**src/design/plst_pkg.sv**
```systemverilog
package plst_pkg;

    localparam int DEPTH_DEF      = 16;
    localparam int DATA_WIDTH_DEF = 32;

    // operation codes on func
    localparam logic [2:0] FN_INS_FRONT = 3'd0;
    localparam logic [2:0] FN_INS_BACK  = 3'd1;
    localparam logic [2:0] FN_INS_POS   = 3'd2;
    localparam logic [2:0] FN_DEL_FRONT = 3'd3;
    localparam logic [2:0] FN_DEL_BACK  = 3'd4;
    localparam logic [2:0] FN_DEL_POS   = 3'd5;
    localparam logic [2:0] FN_SEARCH    = 3'd6;
    localparam logic [2:0] FN_DUMP      = 3'd7;

    // result status codes
    localparam logic [2:0] ST_OK       = 3'd0;
    localparam logic [2:0] ST_EMPTY    = 3'd1;
    localparam logic [2:0] ST_BADPOS   = 3'd2;
    localparam logic [2:0] ST_NOTFOUND = 3'd3;
    localparam logic [2:0] ST_FULL     = 3'd4;

    typedef enum logic [2:0] {
        S_IDLE,
        S_SHIFT_RD,
        S_SHIFT_WR,
        S_INS_WR,
        S_SCAN_RD,
        S_SCAN_CHK,
        S_FINISH
    } t_state;

endpackage

```
**src/design/plst_mem.sv**
```systemverilog
module plst_mem #(
    parameter int DEPTH      = 16,
    parameter int DATA_WIDTH = 32,
    localparam int IDX_W     = $clog2(DEPTH)
) (
    input  logic                  i_clk,
    input  logic [IDX_W-1:0]      i_addr,
    input  logic                  i_rd_en,
    input  logic                  i_wr_en,
    input  logic [DATA_WIDTH-1:0] i_wr_data,
    output logic [DATA_WIDTH-1:0] o_rd_data
);

    logic [DATA_WIDTH-1:0] r_mem [DEPTH];
    logic [DATA_WIDTH-1:0] r_rd_data;

    always_ff @(posedge i_clk) begin
        if (i_wr_en) begin
            r_mem[i_addr] <= i_wr_data;
        end
    end

    always_ff @(posedge i_clk) begin
        if (i_rd_en) begin
            r_rd_data <= r_mem[i_addr];
        end
    end

    assign o_rd_data = r_rd_data;

endmodule

```
**src/design/positional_list_store_top.sv**
```systemverilog
// channel  direction  handshake                 payload
// in       sink       i_in_valid / o_in_stall   i_func, i_value, i_position
// out      source     o_out_valid / i_out_stall o_status, o_item_value, o_item_position,
//                                               o_element_count, o_last
//
// Single-port ring memory; one ring address unit and the memory port serve every step.
// Delete front/back and rejects go straight to finish; insert front/back writes the item once;
// insert and delete at position move each element with a read and a write, insert then writes
// the item; search and dump read and check each element visited (a search miss ends in finish).
// Synchronous active-low reset empties the list; memory contents are not cleared.
// The input stalls until an item is done; a stalled output holds the sequencer.
module positional_list_store_top
    import plst_pkg::*;
#(
    parameter int DEPTH      = DEPTH_DEF,
    parameter int DATA_WIDTH = DATA_WIDTH_DEF
) (
    input  logic               i_clk,
    input  logic               i_rst_n,
    input  logic               i_in_valid,
    output logic               o_in_stall,
    input  logic [2:0]         i_func,
    input  logic signed [31:0] i_value,
    input  logic [7:0]         i_position,
    output logic               o_out_valid,
    input  logic               i_out_stall,
    output logic [2:0]         o_status,
    output logic signed [31:0] o_item_value,
    output logic [6:0]         o_item_position,
    output logic [6:0]         o_element_count,
    output logic               o_last
);

    localparam int IDX_W = $clog2(DEPTH);
    localparam int CNT_W = $clog2(DEPTH + 1);

    t_state                r_state, n_state;
    logic [2:0]            r_func, n_func;
    logic [DATA_WIDTH-1:0] r_value, n_value;
    logic [IDX_W-1:0]      r_front, n_front;
    logic [CNT_W-1:0]      r_count, n_count;
    logic [CNT_W-1:0]      r_k, n_k;
    logic [CNT_W-1:0]      r_pos, n_pos;
    logic [2:0]            r_status, n_status;

    logic                  r_o_valid, n_o_valid;
    logic [2:0]            r_o_status, n_o_status;
    logic [31:0]           r_o_value, n_o_value;
    logic [6:0]            r_o_pos, n_o_pos;
    logic [6:0]            r_o_count, n_o_count;
    logic                  r_o_last, n_o_last;

    logic                  accept;
    logic                  out_free;
    logic [CNT_W-1:0]      k_op;
    logic [CNT_W:0]        addr_sum;
    logic [IDX_W-1:0]      mem_addr;
    logic                  mem_rd;
    logic                  mem_wr;
    logic [DATA_WIDTH-1:0] mem_wdata;
    logic [DATA_WIDTH-1:0] mem_rdata;
    logic [DATA_WIDTH+31:0] in_wide;
    logic [DATA_WIDTH+31:0] out_wide;
    logic [CNT_W-1:0]      pos_m1;
    logic                  is_full;
    logic                  is_empty;
    logic                  ins_bad;
    logic                  del_bad;
    logic                  at_last;

    assign in_wide  = {{DATA_WIDTH{1'b0}}, i_value};
    assign out_wide = {32'd0, mem_rdata};

    assign accept     = i_in_valid && (r_state == S_IDLE);
    assign o_in_stall = (r_state != S_IDLE);
    assign out_free   = !r_o_valid || !i_out_stall;

    assign is_full  = (r_count == CNT_W'(DEPTH));
    assign is_empty = (r_count == '0);
    assign ins_bad  = (i_position == 8'd0) ||
                      ({1'b0, i_position} > (9'(r_count) + 9'd1));
    assign del_bad  = (i_position == 8'd0) || ({1'b0, i_position} > 9'(r_count));
    assign pos_m1   = CNT_W'(i_position - 8'd1);
    assign at_last  = ((r_k + CNT_W'(1)) == r_count);

    // ring address: (front + k) mod DEPTH, sum stays below 2*DEPTH
    always_comb begin
        addr_sum = (CNT_W + 1)'(r_front) + {1'b0, k_op};
        if (addr_sum >= (CNT_W + 1)'(DEPTH)) begin
            addr_sum = addr_sum - (CNT_W + 1)'(DEPTH);
        end
    end
    assign mem_addr = addr_sum[IDX_W-1:0];

    plst_mem #(
        .DEPTH      (DEPTH),
        .DATA_WIDTH (DATA_WIDTH)
    ) u_mem (
        .i_clk     (i_clk),
        .i_addr    (mem_addr),
        .i_rd_en   (mem_rd),
        .i_wr_en   (mem_wr),
        .i_wr_data (mem_wdata),
        .o_rd_data (mem_rdata)
    );

    always_ff @(posedge i_clk) begin
        if (!i_rst_n) begin
            r_state   <= S_IDLE;
            r_front   <= '0;
            r_count   <= '0;
            r_o_valid <= 1'b0;
        end else begin
            r_state   <= n_state;
            r_front   <= n_front;
            r_count   <= n_count;
            r_o_valid <= n_o_valid;
        end
    end

    always_ff @(posedge i_clk) begin
        r_func     <= n_func;
        r_value    <= n_value;
        r_k        <= n_k;
        r_pos      <= n_pos;
        r_status   <= n_status;
        r_o_status <= n_o_status;
        r_o_value  <= n_o_value;
        r_o_pos    <= n_o_pos;
        r_o_count  <= n_o_count;
        r_o_last   <= n_o_last;
    end

    always_comb begin
        n_state    = r_state;
        n_func     = r_func;
        n_value    = r_value;
        n_front    = r_front;
        n_count    = r_count;
        n_k        = r_k;
        n_pos      = r_pos;
        n_status   = r_status;
        n_o_valid  = r_o_valid && i_out_stall;
        n_o_status = r_o_status;
        n_o_value  = r_o_value;
        n_o_pos    = r_o_pos;
        n_o_count  = r_o_count;
        n_o_last   = r_o_last;
        k_op       = r_k;
        mem_rd     = 1'b0;
        mem_wr     = 1'b0;
        mem_wdata  = mem_rdata;

        case (r_state)
            S_IDLE: begin
                if (accept) begin
                    n_func   = i_func;
                    n_value  = in_wide[DATA_WIDTH-1:0];
                    n_status = ST_OK;
                    n_state  = S_FINISH;
                    case (i_func)
                        FN_INS_FRONT: begin
                            if (is_full) begin
                                n_status = ST_FULL;
                            end else begin
                                n_front = (r_front == '0) ? IDX_W'(DEPTH - 1)
                                                          : r_front - IDX_W'(1);
                                n_k     = '0;
                                n_state = S_INS_WR;
                            end
                        end
                        FN_INS_BACK: begin
                            if (is_full) begin
                                n_status = ST_FULL;
                            end else begin
                                n_k     = r_count;
                                n_state = S_INS_WR;
                            end
                        end
                        FN_INS_POS: begin
                            if (is_full) begin
                                n_status = ST_FULL;
                            end else if (ins_bad) begin
                                n_status = ST_BADPOS;
                            end else begin
                                n_k     = r_count;
                                n_pos   = pos_m1;
                                n_state = (r_count > pos_m1) ? S_SHIFT_RD : S_INS_WR;
                            end
                        end
                        FN_DEL_FRONT: begin
                            if (is_empty) begin
                                n_status = ST_EMPTY;
                            end else begin
                                n_front = (r_front == IDX_W'(DEPTH - 1)) ? '0
                                                                 : r_front + IDX_W'(1);
                                n_count = r_count - CNT_W'(1);
                            end
                        end
                        FN_DEL_BACK: begin
                            if (is_empty) begin
                                n_status = ST_EMPTY;
                            end else begin
                                n_count = r_count - CNT_W'(1);
                            end
                        end
                        FN_DEL_POS: begin
                            if (is_empty) begin
                                n_status = ST_EMPTY;
                            end else if (del_bad) begin
                                n_status = ST_BADPOS;
                            end else if (({1'b0, pos_m1} + (CNT_W + 1)'(1)) <
                                         {1'b0, r_count}) begin
                                n_k     = pos_m1;
                                n_state = S_SHIFT_RD;
                            end else begin
                                n_count = r_count - CNT_W'(1);
                            end
                        end
                        default: begin
                            // search and dump walk from the front
                            if (is_empty) begin
                                n_status = ST_EMPTY;
                            end else begin
                                n_k     = '0;
                                n_state = S_SCAN_RD;
                            end
                        end
                    endcase
                end
            end

            S_SHIFT_RD: begin
                mem_rd  = 1'b1;
                k_op    = (r_func == FN_INS_POS) ? r_k - CNT_W'(1) : r_k + CNT_W'(1);
                n_state = S_SHIFT_WR;
            end

            S_SHIFT_WR: begin
                mem_wr = 1'b1;
                if (r_func == FN_INS_POS) begin
                    n_k     = r_k - CNT_W'(1);
                    n_state = ((r_k - CNT_W'(1)) > r_pos) ? S_SHIFT_RD : S_INS_WR;
                end else begin
                    n_k = r_k + CNT_W'(1);
                    if (({1'b0, r_k} + (CNT_W + 1)'(2)) < {1'b0, r_count}) begin
                        n_state = S_SHIFT_RD;
                    end else begin
                        n_count = r_count - CNT_W'(1);
                        n_state = S_FINISH;
                    end
                end
            end

            S_INS_WR: begin
                mem_wr    = 1'b1;
                mem_wdata = r_value;
                n_count   = r_count + CNT_W'(1);
                n_state   = S_FINISH;
            end

            S_SCAN_RD: begin
                mem_rd  = 1'b1;
                n_state = S_SCAN_CHK;
            end

            S_SCAN_CHK: begin
                if (r_func == FN_SEARCH) begin
                    if (mem_rdata == r_value) begin
                        if (out_free) begin
                            n_o_valid  = 1'b1;
                            n_o_status = ST_OK;
                            n_o_value  = out_wide[31:0];
                            n_o_pos    = 7'(r_k) + 7'd1;
                            n_o_count  = 7'(r_count);
                            n_o_last   = 1'b1;
                            n_state    = S_IDLE;
                        end
                    end else if (at_last) begin
                        n_status = ST_NOTFOUND;
                        n_state  = S_FINISH;
                    end else begin
                        n_k     = r_k + CNT_W'(1);
                        n_state = S_SCAN_RD;
                    end
                end else if (out_free) begin
                    n_o_valid  = 1'b1;
                    n_o_status = ST_OK;
                    n_o_value  = out_wide[31:0];
                    n_o_pos    = 7'(r_k) + 7'd1;
                    n_o_count  = 7'(r_count);
                    n_o_last   = at_last;
                    n_k        = r_k + CNT_W'(1);
                    n_state    = at_last ? S_IDLE : S_SCAN_RD;
                end
            end

            S_FINISH: begin
                if (out_free) begin
                    n_o_valid  = 1'b1;
                    n_o_status = r_status;
                    n_o_value  = '0;
                    n_o_pos    = '0;
                    n_o_count  = 7'(r_count);
                    n_o_last   = 1'b1;
                    n_state    = S_IDLE;
                end
            end

            default: begin
                n_state = S_IDLE;
            end
        endcase
    end

    assign o_out_valid     = r_o_valid;
    assign o_status        = r_o_status;
    assign o_item_value    = r_o_value;
    assign o_item_position = r_o_pos;
    assign o_element_count = r_o_count;
    assign o_last          = r_o_last;

endmodule

```
**config.mk**
```make
export PLATFORM = sky130hd
export DESIGN_NAME = positional_list_store_top
export DESIGN_NICKNAME = d
export VERILOG_FILES = /design/src/design/plst_pkg.sv /design/src/design/plst_mem.sv /design/src/design/positional_list_store_top.sv
export SDC_FILE = /design/constraint.sdc
export NUM_CORES = 1
export LEC_CHECK = 0
export BUFFER_PORTS_ARGS = -buffer_cell sky130_fd_sc_hd__buf_2
export CAP_MARGIN = 25
export CORE_MARGIN = 4
export CORE_UTILIZATION = 49
export CTS_CLUSTER_DIAMETER = 60
export CTS_CLUSTER_SIZE = 25
export DETAILED_ROUTE_END_ITERATION = 6
export PLACE_DENSITY = 0.65
export SKIP_CTS_REPAIR_TIMING = 1
export SYNTH_ARGS = -nofsm -noshare
export SYNTH_HDL_FRONTEND = slang
export SYNTH_SLANG_ARGS = --single-unit
```
**constraint.sdc**
```tcl
create_clock -name i_clk -period 8.4 [get_ports i_clk]
set_input_delay 2.52 -clock i_clk [delete_from_list [all_inputs] [get_ports i_clk]]
set_output_delay 2.52 -clock i_clk [all_outputs]
set_load 0.02 [all_outputs]
```
### Word-level counts from Yosys, hierarchy flattened

Memory sizes are Yosys's and may differ from the RTL's. A register that Yosys moved wholly into a read port is not among the register bits.
Index checks and enable logic that the tools add are counted.
Widths: inputs -> output; s select.

| operators by class | value |
|---|---|
| multipliers | 0 |
| eq/ne operators | 42 |
| order comparisons | 7 |
| $add $sub $neg | 13 |
| muxes and demuxes | 97 |
| bitwise gates (word level) | 2 |
| reductions and logical operators | 32 |
| shifts and indexed selects | 0 |
| div/mod/pow operators | 0 |

Operators with widths:

| cell | count |
|---|---|
| $mux 32 | 5 |
| $mux 5 | 22 |
| $mux 3 | 24 |
| $pmux 32 s2 | 1 |
| $mux 7 | 7 |
| $ne 3x3->1 const B | 13 |
| $eq 32x32->1 | 1 |
| $pmux 5 s3 | 2 |
| $pmux 7 s2 | 2 |
| $pmux 5 s5 | 1 |
| $pmux 3 s7 | 1 |
| $mux 4 | 5 |
| $ne 2x2->1 const B | 10 |
| $add 5x1->6 const B | 3 |
| $eq 3x3->1 const B | 6 |
| $eq 3x2->1 const B | 5 |
| $reduce_and 5->1 | 3 |
| $sub 5x1->5 const B | 3 |
| $mux 2 | 7 |
| $reduce_and 14->1 | 1 |
| $lt 6x5->1 | 2 |
| $mux 1 | 12 |
| $pmux 3 s2 | 2 |
| $pmux 3 s4 | 1 |
| other kinds (33) | 54 |

| word-level totals | value |
|---|---|
| bits of input ports | 47 |
| register bits after elaboration | 111 |
| memories kept | 1 |
| bits in latches | 0 |
| output and inout port bits | 52 |
| logic and storage cells | 208 |
| bits in read-only memories | 0 |
| bits in writable memories | 512 |

Memory list:

| name | words | width | read ports | clocked after Yosys merged registers in | write ports | line | source |
|---|---|---|---|---|---|---|---|
| u_mem.r_mem | 16 | 32 | 1 | 1 | 1 | plst_mem.sv:14 | `logic [DATA_WIDTH-1:0] r_mem [DEPTH];` |

### Depth between registers and ports, before layout

Gate-level depths: netlist of the first run.

| depth | value |
|---|---|
| depth after elaboration | 9 |
| mapped depth | 14 |
| gate-level depth less buffers | 13 |

### Hierarchy

Synthesis of the first run repeated with hierarchy kept, for this count alone.

| unflattened totals | value |
|---|---|
| cell total of the unflattened synthesis | 1547 |
| area, all modules | 27373.8 µm² |

By module, submodules not included:

| module | cells an instance | area an instance (µm²) | times used | sequential area each (µm²) |
|---|---|---|---|---|
| plst_mem | 840 | 20183.1 | 1 | 16335.7 |
| positional_list_store_top | 707 | 7190.6 | 1 | 3143.0 |

### Worst setup path after synthesis of the first run

No wires, ideal clock.

| timing path | value |
|---|---|
| kind | in2reg |
| start | input port i_out_stall |
| end | register r_o_pos[0] (netlist: o_item_position[0]) (enable) |
| arrival | 5823 ps |
| buffers on the path | 2 |
| slack | 2088 ps |
| stages on the path | 4 |
| path through | and2_1 > clkbuf_1 > clkbuf_1 > o21ai_0 |

| between the ends | value |
|---|---|
| longest elaborated chain between the ends | 4 |

RTL lines:

| element | line | source |
|---|---|---|
| start, declared | positional_list_store_top.sv:26 | `input logic i_out_stall,` |
| $logic_not 1->1 | positional_list_store_top.sv:76 | `assign out_free = !r_o_valid \|\| !i_out_stall;` |
| $logic_or 1x1->1 | positional_list_store_top.sv:76 |  |
| $ne 2x2->1 (no source line) | n/a |  |
| $reduce_and 3->1 (no source line) | n/a |  |
| end signal, assigned | positional_list_store_top.sv:129 | `r_o_pos <= n_o_pos;` |
| end, declared | positional_list_store_top.sv:49 | `logic [6:0] r_o_pos, n_o_pos;` |

Every way passes these cells.
A chain may end at the register's enable or synchronous reset.

### Final worst setup path of the first run

| timing path | value |
|---|---|
| start | input port i_position[0] |
| end | register r_k[4] (enable) |

| between the ends | value |
|---|---|
| longest elaborated chain between the ends | 5 |

RTL lines:

| element | line | source |
|---|---|---|
| start, declared | positional_list_store_top.sv:24 | `input logic [7:0] i_position,` |
| $sub 5x1->5 | positional_list_store_top.sv:83 | `assign pos_m1 = CNT_W'(i_position - 8'd1);` |
| via pos_m1[0] | positional_list_store_top.sv:64 | `logic [CNT_W-1:0] pos_m1;` |
| $add 5x1->6 | positional_list_store_top.sv:212 | `end else if (({1'b0, pos_m1} + (CNT_W + 1)'(1)) <` |
| $lt 6x5->1 | positional_list_store_top.sv:212 |  |
| $ne 3x3->1 (no source line) | n/a |  |
| $reduce_and 14->1 (no source line) | n/a |  |
| end signal, assigned | positional_list_store_top.sv:124 | `r_k <= n_k;` |
| end, declared | positional_list_store_top.sv:42 | `logic [CNT_W-1:0] r_k, n_k;` |

The timed path passes the listed nets, and every way through them passes these cells.

==> results of run 1 <==
## power groups by stage
stage / Combinational (mW) / Clock [mW] / Sequential, mW
after floorplan: 3.53 / 0 / 4.88
after global placement: 4.89 / 0 / 4.95
after detailed placement: 4.97 / 0 / 4.96
after CTS: 4.99 / 2.31 / 4.89
after global routing: 5.34 / 2.44 / 4.93
final: 4.91 / 2.25 / 4.89
## area by class of cell
type | instances | share of cell area
clock buffers | 44 | 0.03600
repair buffers | 134 | 0.02651
multi-input cells | 770 | 0.2539
flip-flops and latches | 653 | 0.6368
diodes | 1 | 0.00008181
clock inverters | 32 | 0.01227
inverters | 31 | 0.003804
well taps | 748 | 0.03060
## cells by family after synthesis
logic type | Yosys count | share of synthesized area
multiplexers | 262 | 0.1549
buffers and inverters | 106 | 0.01550
AND/OR/NAND/NOR | 248 | 0.04460
AO/OA/AOI/OAI | 143 | 0.03283
flip-flops | 653 | 0.7078
adder cells (fa/ha/maj) | 48 | 0.02237
other | 1 | 0.0001363
XOR/XNOR | 67 | 0.02182
## through the flow
| step | worst slack (ns) | hold WS (ns) | total power, mW | util | instances |
|---|---|---|---|---|---|
| 4_1_cts | 3.090 | 0.5633 | 12.19 | 0.5525 | 2411 |
| 3_3_place_gp | 2.568 | 0.5425 | 9.836 | 0.5254 | 2334 |
| 3_5_place_dp | 2.457 | 0.5454 | 9.934 | 0.5258 | 2335 |
| 2_1_floorplan | 2.088 | 0.4348 | 8.412 | - | 1529 |
| 6_report | 3.051 | 0.5616 | 12.05 | 0.5530 | 2413 |
| 5_1_grt | 2.893 | 0.5815 | 12.70 | 0.5530 | 2413 |
## placed cells by master (no fill, tap or decap), types with 15 or more instances in the layout
cell type  synthesis  final
inv_1             31     30
edfxtp_1         640    640
nor3_2             0     16
mux4_2           128    128
o21ai_0           20     19
ha_1              46     45
nand3_1           15     15
mux2i_1          102    102
clkbuf_16          0     44
nand2_1          104    102
buf_2             16     96
buf_4              2     35
mux2_2            32     32
nor2_1            33     31
xnor2_1           57     55
a21oi_1           61     61
## sequential cells by signal, indices dropped and copies added (netlist names), 5 cells and up
| name | cells |
|---|---|
| u_mem.r_mem | 512 |
| o_item_value | 32 |
| r_value | 32 |
| u_mem.o_rd_data | 32 |
| o_item_position | 7 |
| o_element_count | 5 |
| r_count | 5 |
| r_k | 5 |
| r_pos | 5 |
## how the worst max path moves through the flow
stage	depth (start not counted)	to	slack, ns
after global routing	13	r_k[4]	2.89
after global placement	13	r_k[4]	2.57
after detailed placement	13	r_k[4]	2.46
after floorplan	4	o_item_position[0]	2.09
after CTS	13	r_k[2]	3.09
final	13	r_k[4]	3.05
## worst max-delay path: cells and delay by family
kind            cells  cell delay (ns)
buf+inv             2             0.29
simple gates        2             0.62
compound gates      5             1.11
fa+ha+maj           2             0.56
xor+xnor            2             0.52
## metal layers
metal / share of wire / global-route usage / vias up
met3: 0.049 / 0.02545 / 64
met2: 0.50 / 0.3656 / 417
met1: 0.43 / 0.3101 / 7655
met5: 0 / 0 / -
met4: 0.017 / 0.04867 / 0
li1: - / - / 6293
==> impl_metrics.toml, run 1 <==
[outcome]
status = "completed"

[power_and_ir_drop]
power.density_nw_per_um2 = 394.1
ir_worst_vdd_mv = 0.4314
total_leakage_power_nw = 10.23
swShare = 0.3591
p_seq_frac = 0.406
clkPwrFrac = 0.187
p_comb_frac = 0.408
p_sw_mw = 4.328
internal_power_mw = 7.726

[logic_synthesis]
synthDistinctLibCells = 73
synth_top_area_cell = "edfxtp_1"
synth-async-reset-ratio = 0
ys_seq_area_frac = 0.7078
yosysMostFrequentCell = "edfxtp_1"
syn_avg_cell_area_um2 = 18.01
synth_seq_cells = 653
netlist_instances = 1528
yosysTopAreaCellShare = 0.6983
synth_edf_count = 640
ys_top_cells_by_count = "640 x edfxtp_1, 128 x mux4_2, 104 x nand2_1"
synthTopCellsByArea = "edfxtp_1 70%, mux4_2 10%, mux2i_1 3.7%"
synth-warning-count = 0
synthFlopType = "edfxtp_1"
syn_area_um2 = 27520

[final_layout]
area_delta_synth_final_pct = 11.14
fin_nets = 1728
drive_above_1_share = 0.2446
nFillCells = 4367
multi_input_area_um2 = 7766
regArea_um2 = 19480
final_cell_area_um2 = 30590

[grt]
grt_max_degree = 89
grt_overflow_total = 0
grt_pass1_vias = 14720
grt_antenna_before_repair = 1
grt_pass1_wl_um = 96900
grtUsageTotal = 0.2172

[setup_path]
timing.rr.end = "u_mem.r_mem[3][10]"
reg2reg_slack_ns = 3.24
slowest_delay_ns = 0.51
r2r_cells = 9
cp.arrival_ns = 5.63
crit_chain = "buf_2 -> inv_1 -> ha_1 -> xnor2_1 -> nor3_1 -> xnor2_1 -> ha_1 -> a21oi_1 -> o32ai_1 -> or4_4 -> o31a_1 -> o31ai_1 -> o211a_1"
reg2reg_from = "r_state[0]"
crit_start = "i_position[0]"
crit_required_ns = 8.68
cp-end-kind = "flip-flop"
worst-setup-path-type = "in2reg"
start_kind = "input port"
critical-path-slowest-cell = "or4_4"
crit_fanout = 7

[timing]
setup_tns_ns = 0
finClkSkew_ns = 0.02629
tightest_slew_ns = 1.069
setup_viol = 0
drv_slew = 0
final-hold-violation-count = 0
period_needed_ns = 5.349
fmax_ghz = 0.1869
rsz0062_at_grt = "false"
fin_crit_sh = 0.6368
relSlewSlack = 0.2871

[floorplanning]
die_area_um2 = 60020
die_width_um = 245.0
fp.dieH_um = 245.0
row_count = 86
start_util = 0.4976
ios = 99
coreArea_um2 = 55310

[placed_design]
placed_cell_area_um2 = 29080
place.gp.congestion = 0.8484
hpwl_um = 39030
port_buffers = 96

[drt]
drt-total-wl_um = 64650
ant_nets = 0
drc = 0
firstDrtPassIters = 7
drtIter0Drc = 1335
wire_per_inst_um = 26.79
routed-via-count = 14430
via_per_inst = 5.980

[clock_tree]
cts_max_level = 2
clockBufferDepth = 3
insertion_delay_ns = 0.60
cts_sinks = 653
cts-root-buf = "clkbuf_16"
cts_tree = "built"
cts_made_buffers = 43
path_clk_slew_ns = 0.09

[hold_path]
whs_endpoint = "o_status[1]"
worstHoldStart = "r_status[1]"
hold_path_class = "reg2reg"
min_delay_path_depth = 1

[run]
maxCapViolCount = 0
No activity file was read; power rests on OpenSTA's default activity.
==> inputs of run 2 (changes only) <==
--- a/config.mk
+++ b/config.mk
@@ -12,7 +12,7 @@
 export CTS_CLUSTER_DIAMETER = 60
 export CTS_CLUSTER_SIZE = 25
 export DETAILED_ROUTE_END_ITERATION = 6
-export PLACE_DENSITY = 0.65
+export PLACE_DENSITY = 0.68
 export SKIP_CTS_REPAIR_TIMING = 1
 export SYNTH_ARGS = -nofsm -noshare
 export SYNTH_HDL_FRONTEND = slang
==> constraint.sdc (replaced) <==
create_clock -name i_clk -period 4.3 [get_ports i_clk]
set_input_delay 1.29 -clock i_clk [delete_from_list [all_inputs] [get_ports i_clk]]
set_output_delay 1.29 -clock i_clk [all_outputs]
set_load 0.02 [all_outputs]
==> impl_metrics.toml, run 2 (same netlist as run 1, synthesis figures left out) <==
[final_layout]
nFillCells = 4238
multi_input_area_um2 = 7841
regMostFlops = "u_mem.r_mem"
fin_nets = 1773
area_delta_synth_final_pct = 13.39
drive_above_1_share = 0.2641
final_common_cell = "edfxtp_1"
final_cell_mix = "640 x edfxtp_1, 128 x mux4_2, 102 x nand2_1, 102 x mux2i_1, 96 x buf_2"
n_antenna_cell = 0
regArea_um2 = 19480
largest_reg_flops = 512

[placed_design]
port_buffers = 96
place.gp.congestion = 0.8795
hpwl_um = 39480

[drt]
ant_nets = 0
wire_per_inst_um = 26.51
drtIter0Drc = 1638
drt-total-wl_um = 65100
firstDrtPassIters = 5
via_per_inst = 6.049
routed-via-count = 14860
drc = 0

[timing]
final-hold-violation-count = 0
rsz0062_at_grt = "false"
tightest_slew_ns = 1.008
finClkSkew_ns = 0.02338
period_needed_ns = 3.957
fin_crit_sh = 0.9203
drv_slew = 0
whs_ns = 0.5341
relSlewSlack = 0.3249
setup_viol = 0
fmax_ghz = 0.2527

[setup_path]
cp-end-kind = "flip-flop"
crit_required_ns = 4.63
crit_fanout = 22
worst-setup-path-type = "reg2reg"
start_kind = "flip-flop"
cp.arrival_ns = 4.28

[floorplanning]
die_width_um = 245.0
start_util = 0.4976
die_area_um2 = 60020
ios = 99
fp.dieH_um = 245.0
row_count = 86
coreArea_um2 = 55310

[power_and_ir_drop]
total_leakage_power_nw = 10.56
p_total_mw = 23.96
ir_worst_vdd_mv = 0.6754
power.density_nw_per_um2 = 767.8

[clock_tree]
cts_max_level = 2
clockBufferDepth = 3
insertion_delay_ns = 0.61
cts_tree = "built"
cts_sinks = 653
cts_made_buffers = 44
path_clk_slew_ns = 0.08
cts-root-buf = "clkbuf_16"

[grt]
grtUsageTotal = 0.2184
grt_overflow_total = 0
grt_max_degree = 77
grt_pass1_wl_um = 97450
grt_pass1_vias = 15020
grt_antenna_before_repair = 0

[hold_path]
hold_path_class = "reg2reg"

[run]
maxCapViolCount = 0

[outcome]
status = "completed"
run 2: where the power goes:
group | switching (mW) | internal, mW | leakage [nW]
registers | 0.476 | 8.98 | 5.91
logic | 5.62 | 4.31 | 3.91
clock network | 2.39 | 2.17 | 0.752
run 2: final timing paths:
kind                                   from                 end  slack [ns]  cells past startpoint
worst max-delay path                 r_k[1]  u_mem.o_rd_data[0]        0.34                     11
worst min-delay path            r_status[2]         o_status[2]        0.53                      1
worst max register to register       r_k[1]  u_mem.o_rd_data[0]        0.34                     11
worst min register to register  r_status[2]         o_status[2]        0.53                      1
run 2: worst max-delay path, cell delays in order (launching register included):
cell      delay, ns
edfxtp_1       0.47
inv_1          0.17
ha_1           0.27
xnor2_1        0.13
a21oi_1        0.25
ha_1           0.28
a21o_1         0.16
a21oi_1        0.17
xnor2_1        0.15
xnor2_2        0.83
buf_4          0.63
mux2i_1        0.15
run 2: area by class of cell:
type	instances	share of cell area
Inverter	31	0.003729
Tap cell	748	0.02999
Clock inverter	29	0.01251
Clock buffer	47	0.03701
Sequential cell	653	0.6242
Multi-Input combinational cell	770	0.2513
Timing Repair Buffer	178	0.04130
run 2: through the flow:
stage                     setup TNS (ns)  cell area, um^2  worst slack [ns]  utilization  instances
after floorplan                  -116.91            27660           -0.9133            -       1529
after CTS                              0            31200            0.3463       0.5641       2455
after detailed placement         -0.6182            29660           -0.1238       0.5362       2379
after global routing                   0            31210            0.1107       0.5642       2456
after global placement           -0.3020            29630          -0.06046       0.5357       2378
final                                  0            31210            0.3427       0.5642       2456
run 2: layer usage:
metal | share of wire | track usage | vias to the layer above
met3 | 0.072 | 0.03529 | 93
met4 | 0.023 | 0.05907 | 0
met2 | 0.49 | 0.3573 | 545
li1 | - | - | 6403
met1 | 0.42 | 0.3101 | 7815
met5 | 0 | 0 | -
